**src/rtl/core/oidl_pkg.sv**
```systemverilog
`timescale 1ns / 1ps
`default_nettype none
// ============================================================================
// oidl_pkg
// Shared types and constants for the ordered id list engine.
// ============================================================================
package oidl_pkg;

  // List size and derived widths
  localparam int CAPACITY  = 64;
  localparam int ADDR_W    = $clog2(CAPACITY);
  localparam int CNT_W     = $clog2(CAPACITY + 1);
  localparam int KEY_W     = 32;
  localparam int CMD_W     = 2;
  localparam int STAT_W    = 2;
  localparam int BTW_W     = 7;
  localparam int COUNT_MAX = 127;
  localparam int DIST_W    = (ADDR_W > BTW_W) ? ADDR_W : BTW_W;

  // Commands
  localparam logic [CMD_W-1:0] CMD_APPEND = 2'd0;
  localparam logic [CMD_W-1:0] CMD_INSERT = 2'd1;
  localparam logic [CMD_W-1:0] CMD_REMOVE = 2'd2;
  localparam logic [CMD_W-1:0] CMD_COUNT  = 2'd3;

  // Status codes
  localparam logic [STAT_W-1:0] STAT_OK        = 2'd0;
  localparam logic [STAT_W-1:0] STAT_NOT_FOUND = 2'd1;
  localparam logic [STAT_W-1:0] STAT_FULL      = 2'd2;
  localparam logic [STAT_W-1:0] STAT_EQUAL     = 2'd3;

  typedef struct packed {
    logic [CMD_W-1:0]        command;
    logic signed [KEY_W-1:0] key_a;
    logic signed [KEY_W-1:0] key_b;
  } request_t;

  typedef struct packed {
    logic [STAT_W-1:0] status;
    logic [BTW_W-1:0]  between_count;
  } result_t;

  // Sequencer to list memory
  typedef struct packed {
    logic              we;
    logic [ADDR_W-1:0] waddr;
    logic [KEY_W-1:0]  wdata;
    logic [ADDR_W-1:0] raddr;
  } mem_req_t;

  typedef enum logic [1:0] {
    SEQ_IDLE,
    SEQ_SCAN,
    SEQ_SHIFT
  } seq_state_t;

endpackage
`default_nettype wire

```
**src/rtl/core/oidl_ram.sv**
```systemverilog
`timescale 1ns / 1ps
`default_nettype none
// ============================================================================
// oidl_ram
// Generic simple dual-port RAM, one write port, one registered read port.
// ============================================================================
module oidl_ram #(
  parameter int WIDTH = 32,
  parameter int DEPTH = 64
) (
  input  wire logic                     clk,
  input  wire logic                     we,
  input  wire logic [$clog2(DEPTH)-1:0] waddr,
  input  wire logic [WIDTH-1:0]         wdata,
  input  wire logic [$clog2(DEPTH)-1:0] raddr,
  output logic      [WIDTH-1:0]         rdata
);

  logic [WIDTH-1:0] mem [DEPTH];

  always_ff @(posedge clk) begin
    if (we) begin
      mem[waddr] <= wdata;
    end
    rdata <= mem[raddr];
  end

endmodule
`default_nettype wire

```
**src/rtl/core/oidl_seq.sv**
```systemverilog
`timescale 1ns / 1ps
`default_nettype none
// ============================================================================
// oidl_seq
// Command sequencer: scans the list memory, shifts entries, builds results.
// ============================================================================
module oidl_seq import oidl_pkg::*; (
  input  wire logic             clk,
  input  wire logic             rst,
  input  wire logic             start,
  output logic                  busy,
  input  wire request_t         request,
  output logic                  done,
  output result_t               result,
  output mem_req_t              mem_req,
  input  wire logic [KEY_W-1:0] rdata
);

  seq_state_t        state, state_next;
  logic [CNT_W-1:0]  count, count_next;
  logic [CMD_W-1:0]  cmd, cmd_next;
  logic [KEY_W-1:0]  key_a, key_a_next;
  logic [KEY_W-1:0]  key_b, key_b_next;
  logic [CNT_W-1:0]  idx, idx_next;      // next read index
  logic              pv, pv_next;        // read in flight
  logic [ADDR_W-1:0] pidx, pidx_next;    // index of read in flight
  logic              found_a, found_a_next;
  logic              found_b, found_b_next;
  logic [ADDR_W-1:0] pos_a, pos_a_next;
  logic [ADDR_W-1:0] pos_b, pos_b_next;
  logic              res_valid, res_valid_next;
  result_t           res, res_next;

  assign busy   = (state != SEQ_IDLE);
  assign done   = res_valid;
  assign result = res;

  always_ff @(posedge clk) begin
    if (rst) begin
      state     <= SEQ_IDLE;
      count     <= '0;
      pv        <= 1'b0;
      res_valid <= 1'b0;
    end else begin
      state     <= state_next;
      count     <= count_next;
      pv        <= pv_next;
      res_valid <= res_valid_next;
    end
    cmd     <= cmd_next;
    key_a   <= key_a_next;
    key_b   <= key_b_next;
    idx     <= idx_next;
    pidx    <= pidx_next;
    found_a <= found_a_next;
    found_b <= found_b_next;
    pos_a   <= pos_a_next;
    pos_b   <= pos_b_next;
    res     <= res_next;
  end

  always_comb begin
    logic              match_a;
    logic              match_b;
    logic              hit;
    logic              issue;
    logic              ins;
    logic [CNT_W-1:0]  at;
    logic [ADDR_W-1:0] diff;
    logic [DIST_W-1:0] span;

    state_next     = state;
    count_next     = count;
    cmd_next       = cmd;
    key_a_next     = key_a;
    key_b_next     = key_b;
    idx_next       = idx;
    pv_next        = pv;
    pidx_next      = pidx;
    found_a_next   = found_a;
    found_b_next   = found_b;
    pos_a_next     = pos_a;
    pos_b_next     = pos_b;
    res_valid_next = 1'b0;
    res_next       = res;

    mem_req.we    = 1'b0;
    mem_req.waddr = '0;
    mem_req.wdata = '0;
    mem_req.raddr = idx[ADDR_W-1:0];

    match_a = pv && (rdata == key_a);
    match_b = pv && (rdata == key_b);
    ins     = (cmd == CMD_INSERT);
    at      = CNT_W'(pos_a) + CNT_W'(1);
    hit     = ins ? match_b : match_a;
    issue   = 1'b0;
    diff    = (pos_a > pos_b) ? (pos_a - pos_b) : (pos_b - pos_a);
    span    = DIST_W'(diff) - DIST_W'(1);

    case (state)
      SEQ_IDLE: begin
        if (start) begin
          cmd_next     = request.command;
          key_a_next   = request.key_a;
          key_b_next   = request.key_b;
          idx_next     = '0;
          pv_next      = 1'b0;
          found_a_next = 1'b0;
          found_b_next = 1'b0;
          res_next.between_count = '0;
          case (request.command)
            CMD_APPEND: begin
              res_valid_next = 1'b1;
              if (count == CNT_W'(CAPACITY)) begin
                res_next.status = STAT_FULL;
              end else begin
                mem_req.we      = 1'b1;
                mem_req.waddr   = count[ADDR_W-1:0];
                mem_req.wdata   = request.key_a;
                count_next      = count + CNT_W'(1);
                res_next.status = STAT_OK;
              end
            end
            CMD_INSERT: begin
              if (count == CNT_W'(CAPACITY)) begin
                res_valid_next  = 1'b1;
                res_next.status = STAT_FULL;
              end else begin
                state_next = SEQ_SCAN;
              end
            end
            CMD_REMOVE: begin
              state_next = SEQ_SCAN;
            end
            CMD_COUNT: begin
              if (request.key_a == request.key_b) begin
                res_valid_next  = 1'b1;
                res_next.status = STAT_EQUAL;
              end else begin
                state_next = SEQ_SCAN;
              end
            end
            default: begin
            end
          endcase
        end
      end

      SEQ_SCAN: begin
        issue = (idx < count);
        if (cmd == CMD_COUNT) begin
          if (match_a) begin
            found_a_next = 1'b1;
            pos_a_next   = pidx;
          end
          if (match_b) begin
            found_b_next = 1'b1;
            pos_b_next   = pidx;
          end
          if (!issue && !pv) begin
            state_next     = SEQ_IDLE;
            res_valid_next = 1'b1;
            if (found_a && found_b) begin
              res_next.status        = STAT_OK;
              res_next.between_count = (span > DIST_W'(COUNT_MAX)) ?
                                       BTW_W'(COUNT_MAX) : span[BTW_W-1:0];
            end else begin
              res_next.status = STAT_NOT_FOUND;
            end
          end else begin
            pv_next   = issue;
            pidx_next = idx[ADDR_W-1:0];
            if (issue) begin
              idx_next = idx + CNT_W'(1);
            end
          end
        end else begin
          if (hit) begin
            pos_a_next = pidx;
            pv_next    = 1'b0;
            state_next = SEQ_SHIFT;
            idx_next   = ins ? (count - CNT_W'(1)) : (CNT_W'(pidx) + CNT_W'(1));
          end else if (!issue && !pv) begin
            state_next      = SEQ_IDLE;
            res_valid_next  = 1'b1;
            res_next.status = STAT_NOT_FOUND;
          end else begin
            pv_next   = issue;
            pidx_next = idx[ADDR_W-1:0];
            if (issue) begin
              idx_next = idx + CNT_W'(1);
            end
          end
        end
      end

      SEQ_SHIFT: begin
        // insert walks down from the tail, remove walks up from the hole
        issue = ins ? (idx >= at) : (idx < count);
        if (pv) begin
          mem_req.we    = 1'b1;
          mem_req.waddr = ins ? (pidx + ADDR_W'(1)) : (pidx - ADDR_W'(1));
          mem_req.wdata = rdata;
        end
        pv_next   = issue;
        pidx_next = idx[ADDR_W-1:0];
        if (issue) begin
          idx_next = ins ? (idx - CNT_W'(1)) : (idx + CNT_W'(1));
        end
        if (!issue && !pv) begin
          if (ins) begin
            mem_req.we    = 1'b1;
            mem_req.waddr = at[ADDR_W-1:0];
            mem_req.wdata = key_a;
            count_next    = count + CNT_W'(1);
          end else begin
            count_next = count - CNT_W'(1);
          end
          state_next      = SEQ_IDLE;
          res_valid_next  = 1'b1;
          res_next.status = STAT_OK;
        end
      end

      default: begin
        state_next = SEQ_IDLE;
      end
    endcase
  end

endmodule
`default_nettype wire

```
**src/rtl/core/ordered_id_list_engine.sv**
```systemverilog
`timescale 1ns / 1ps
`default_nettype none
// ============================================================================
// ordered_id_list_engine
// Ordered list of up to CAPACITY 32-bit ids held in one RAM.
// ============================================================================
// A transaction is taken when start is high and busy is low. Its result
// shows on result for exactly one cycle with done high, in the cycle after
// the command completes; it cannot be held off, so capture it when done is
// seen. Append and the early answers (full list, equal references) are
// given straight from idle and leave busy low. Insert, remove and count walk
// the list through the single RAM read port at one entry per cycle. An
// insert or remove search ends at its first hit, a count scans every entry,
// and the shift after an insert or remove hit moves the entries behind it
// one place; the longest transaction is removing the head of a full list.
// No reset sweep is needed: only the first entry_count entries are ever
// read.
// ============================================================================
module ordered_id_list_engine import oidl_pkg::*; (
  input  wire logic     clk,
  input  wire logic     rst,
  input  wire logic     start,
  output logic          busy,
  input  wire request_t request,
  output logic          done,
  output result_t       result
);

  mem_req_t         mem_req;
  logic [KEY_W-1:0] rdata;

  // Sequencer: search, shift and result build. During a shift, reads and
  // writes never touch the same entry in one cycle (shifts move away from
  // the read pointer), so the RAM needs no forwarding.
  oidl_seq u_seq (
    .clk     (clk),
    .rst     (rst),
    .start   (start),
    .busy    (busy),
    .request (request),
    .done    (done),
    .result  (result),
    .mem_req (mem_req),
    .rdata   (rdata)
  );

  // List storage, contents undefined until written
  oidl_ram #(
    .WIDTH (KEY_W),
    .DEPTH (CAPACITY)
  ) u_list_ram (
    .clk   (clk),
    .we    (mem_req.we),
    .waddr (mem_req.waddr),
    .wdata (mem_req.wdata),
    .raddr (mem_req.raddr),
    .rdata (rdata)
  );

endmodule
`default_nettype wire

```
**config.mk**
```make
export PLATFORM = sky130hd
export DESIGN_NAME = ordered_id_list_engine
export DESIGN_NICKNAME = d
export VERILOG_FILES = /design/src/rtl/core/oidl_pkg.sv /design/src/rtl/core/oidl_ram.sv /design/src/rtl/core/oidl_seq.sv /design/src/rtl/core/ordered_id_list_engine.sv
export SDC_FILE = /design/constraint.sdc
export NUM_CORES = 2
export LEC_CHECK = 0
export ABC_AREA = 1
export BUFFER_PORTS_ARGS = -buffer_cell sky130_fd_sc_hd__clkbuf_2
export CAP_MARGIN = 25
export CORE_MARGIN = 8
export CORE_UTILIZATION = 39
export DETAILED_ROUTE_END_ITERATION = 6
export GPL_TIMING_DRIVEN = 0
export PLACE_DENSITY = 0.52
export SYNTH_ARGS = -nofsm -noshare
export SYNTH_HDL_FRONTEND = slang
export SYNTH_SLANG_ARGS = --single-unit
```
**constraint.sdc**
```tcl
create_clock -name clk -period 9.9 [get_ports clk]
set_input_delay 0.495 -clock clk [delete_from_list [all_inputs] [get_ports clk]]
set_output_delay 0.495 -clock clk [all_outputs]
set_load 0.05 [all_outputs]
```
==> out/qor.csv <==
stage,metric,value,unit
run_status,status,"complete, but fails checks",
run_status,violated checks,DRC,
floorplanning,Die H,493.7,µm
critical_path,Crit-path slowest cell,nor2_4,
global_routing,total global-route track usage,0.2837,
clock_tree,clk sinks,2193,
logic_synthesis,Synth Area in Simple Gates,0.1074,
critical_path,cell mode on critical path,buf_4,
floorplanning,Die Area,243800,µm²
global_routing,first-pass GRT wire length,486700,µm
critical_path,max incr delay on CP,970,ps
logic_synthesis,most used flip-flop cell after synthesis,edfxtp_1,
global_routing,largest net degree at the start of global routing,66,
critical_path,largest fanout on the critical path,18,
logic_synthesis,combinational family with the most area after synthesis,compound AO/OA/AOI/OAI gates,
global_routing,initial antenna violation count,38,
sta,worst clock skew,53.28,ps
logic_synthesis,cell taking the most area after synthesis,edfxtp_1,
floorplanning,Die W,493.7,µm
worst_hold_path,HP Class,in2reg,
logic_synthesis,Yosys top cell area share,0.7254,
power,Lkg Pwr,36.00,nW
logic_synthesis,post-synthesis sequential area ratio,0.7351,
sta,Worst slew margin,0.2024,
sta,Tcrit/Tclk final,0.6396,
critical_path,critical path endpoint category,register,
sta,Final min period,6332,ps
logic_synthesis,post-synthesis instance area,89000,µm²
logic_synthesis,Post-synth EDFFs,2150,
critical_path,critical path arrival,6880,ps
layout,fraction of layout cells with a size suffix above 1,0.1034,
drt,Pre-Repair DR Iteration Count,7,
layout,area grow syn2layout,17.78,%
critical_path,CP startpoint kind,register,
floorplanning,row count,175,
logic_synthesis,top post-synthesis cells by area,"edfxtp_1, o21ai_0, nor2_1, o22ai_1, nand2_1",
floorplanning,Initial Util,0.3920,
clock_tree,CTS Buffer Depth,3,
logic_synthesis,synth warn,0,
sta,"Hold Vio Cnt, Final",0,
sta,Max Fclk,157.9,MHz
placement,Inst Count DP,10370,
logic_synthesis,library cells used by synthesis,52,
placement,input/output buffers,79,
logic_synthesis,Yosys reg bits,2193,
clock_tree,CTS root buf,clkbuf_16,
logic_synthesis,Synth Area in Compound Gates,0.1152,
layout,register area,65420,µm²
run,Max-Cap Viols,0,
clock_tree,clock latency on the worst-skew pair,910,ps
logic_synthesis,syn_nets,7267,
layout,FILL cells,20450,
logic_synthesis,adder and majority gate portion of the synthesized area,0.006720,
layout,area occupied by multi-input gates,21750,µm²
critical_path,CP required,10450,ps
logic_synthesis,post-synthesis mux area share,0,
placement,Final Wtd Congestion,0.9607,
clock_tree,CTS tree,done,
clock_tree,H-Tree Level Count,4,
drt,final WL,357000,µm
drt,"antenna viol nets, final",0,
layout,Final Non-Filler Cells,10870,
drt,DR WL/cell,32.84,µm
logic_synthesis,share of flip-flops with an asynchronous set or reset,0,
clock_tree,"Clk pin slew, worst setup/hold paths",60,ps
floorplanning,top-level port count,80,
clock_tree,CTS Buf Count,228,
power,Pwr Density,219.1,nW/µm²
power,peak supply drop,0.1761,mV
sta,Worst-Margin Slew,1196,ps
critical_path,crit path cell chain,inv_2 -> buf_4 -> buf_4 -> buf_4 -> buf_2 -> ha_1 -> nand2_1 -> nor2_1 -> a22oi_1 -> nand3_2 -> nand2_4 -> nand2_8 -> nand2_1 -> nand3_1 -> nand2_4 -> nand3_2 -> nor2_4 -> buf_12,
sta,final setup margin,3568,ps
logic_synthesis,xor/xnor share of the synthesized area,0.006495,
critical_path,Setup Crit Path Kind,reg2reg,
logic_synthesis,Cells after Synth,7152,
placement,post-place setup slack,3790,ps
floorplanning,Std-Cell Core Area,227100,µm²
logic_synthesis,"Avg Cell Area, Syn",12.44,µm²
global_routing,total grt overflow,0,
sta,# setup viols final,0,
clock_tree,CTS resizes,0,
drt,Vias/cell,5.927,
global_routing,vias in the first global route,60350,
placement,Detailed Place HPWL,251000,µm
drt,DRC,2,
sta,pins over their slew limit,0,
layout,Final nets,7772,
drt,initial detailed-routing violation count,9682,
drt,via count,64440,
sta,RSZ-0062 raised after global routing,false,
## Yosys cell counts, types with 2 or more instances
master,number
inv_2,8
nand2_1,816
nor4_1,2
nand2_4,7
a41oi_1,9
nand2_2,10
o31ai_1,9
o21ai_1,14
o22ai_1,518
a21o_1,2
xor2_1,30
clkinv_1,2
clkbuf_1,313
o211ai_1,15
nand3_2,10
dfxtp_1,43
nor2_4,2
inv_1,185
nand3b_1,6
nand4_1,68
a22o_1,5
a31oi_1,3
nor3_1,14
a211oi_1,24
nor2_1,1235
edfxtp_1,2150
o21ai_0,1102
fa_1,3
buf_4,15
ha_1,43
xnor2_1,36
or2_2,13
buf_6,3
buf_2,97
buf_1,12
nand3_4,8
a21oi_1,139
o221ai_1,19
nand3_1,149
## layout by cell type, fill, tap and decap left out, drive strengths merged, types with 15 or more instances in the layout
cell,n
o221ai,19
clkbuf,661
nor3,15
dlygate4sd3,68
buf,255
a211oi,24
clkinv,124
a21oi,139
nand4,68
inv,207
xnor2,36
nor2,1238
o211ai,16
o22ai,518
ha,43
bufinv,23
xor2,30
dfxtp,43
nand2,834
o21ai,1116
nand3,167
edfxtp,2150
## sequential cells by signal, summed over array words and instances, names as in the netlist, 2 cells and up
register / flops
u_seq.count: 7
u_seq.pos_a: 6
u_seq.pos_b: 6
u_seq.idx: 7
u_seq.result: 9
u_seq.pidx: 6
u_seq.state: 2
u_seq.cmd: 2
u_seq.key_b: 32
u_list_ram.rdata: 32
u_list_ram.mem: 2048
u_seq.key_a: 32
## metrics by stage
step	setup TNS [ps]	total power [mW]	cell area [µm²]	util	hold slack (ps)
3_5_place_dp	0	14.30	96640	0.4256	459.3
6_report	0	22.97	104800	0.4617	338.0
3_3_place_gp	-2340980	14.25	93160	0.4103	455.7
4_1_cts	0	22.88	104800	0.4616	265.0
2_1_floorplan	0	12.41	89000	-	439.3
5_1_grt	0	23.50	104800	0.4616	318.9
## cell families after synthesis
group | after synthesis
simple gates | 2346
fa+ha+maj | 46
buf+inv | 637
flops | 2193
xor+xnor | 66
compound gates | 1864
## worst max-delay path, delay by kind of cell (launching register included)
family                   cells  cell delay [ps]
flip-flops                   1              510
AO/OA/AOI/OAI                1              170
AND/OR/NAND/NOR             10             2440
adder cells (fa/ha/maj)      1              310
buffers and inverters        6             2450
## report_power, final
group          internal [mW]  switching, mW  leakage (nW)
sequential              10.2          0.129          21.3
combinational          0.920           2.98          11.0
clock                   4.88           3.81          3.67
total                   16.0           6.92          36.0
## cell type report
type / instances / share of cell area
sequential: 2193 / 0.6241
multi-input combinational: 4322 / 0.2074
buffer: 440 / 0.01771
clock inverter: 158 / 0.01500
antenna: 9 / 0.0002148
inverter: 197 / 0.007114
tap: 3009 / 0.03591
timing repair buffer: 275 / 0.03611
clock buffer: 269 / 0.05640
## worst paths after layout
kind,cells past startpoint,end,from,slack [ps]
max reg2reg,18,u_list_ram.mem[38][2],u_seq.idx[0],3570
min reg2reg,2,u_seq.count[6],u_seq.count[6],470
max,18,u_list_ram.mem[38][2],u_seq.idx[0],3570
min,2,u_seq.key_a[9],request[41],340
## repair_timing
action | CTS | global route
hold endpoints to repair | 73 | 0
buffers inserted | 0 | 0
hold buffers | 68 | 0
## layer usage
layer | up-vias | GRT usage | part of all wire
met1 | 32320 | 0.3857 | 0.39
met4 | 26 | 0.1468 | 0.061
met5 | - | 0 | 0.0011
li1 | 27230 | - | -
met2 | 4082 | 0.4201 | 0.43
met3 | 774 | 0.07339 | 0.12
(Power assumes the default switching activity.)
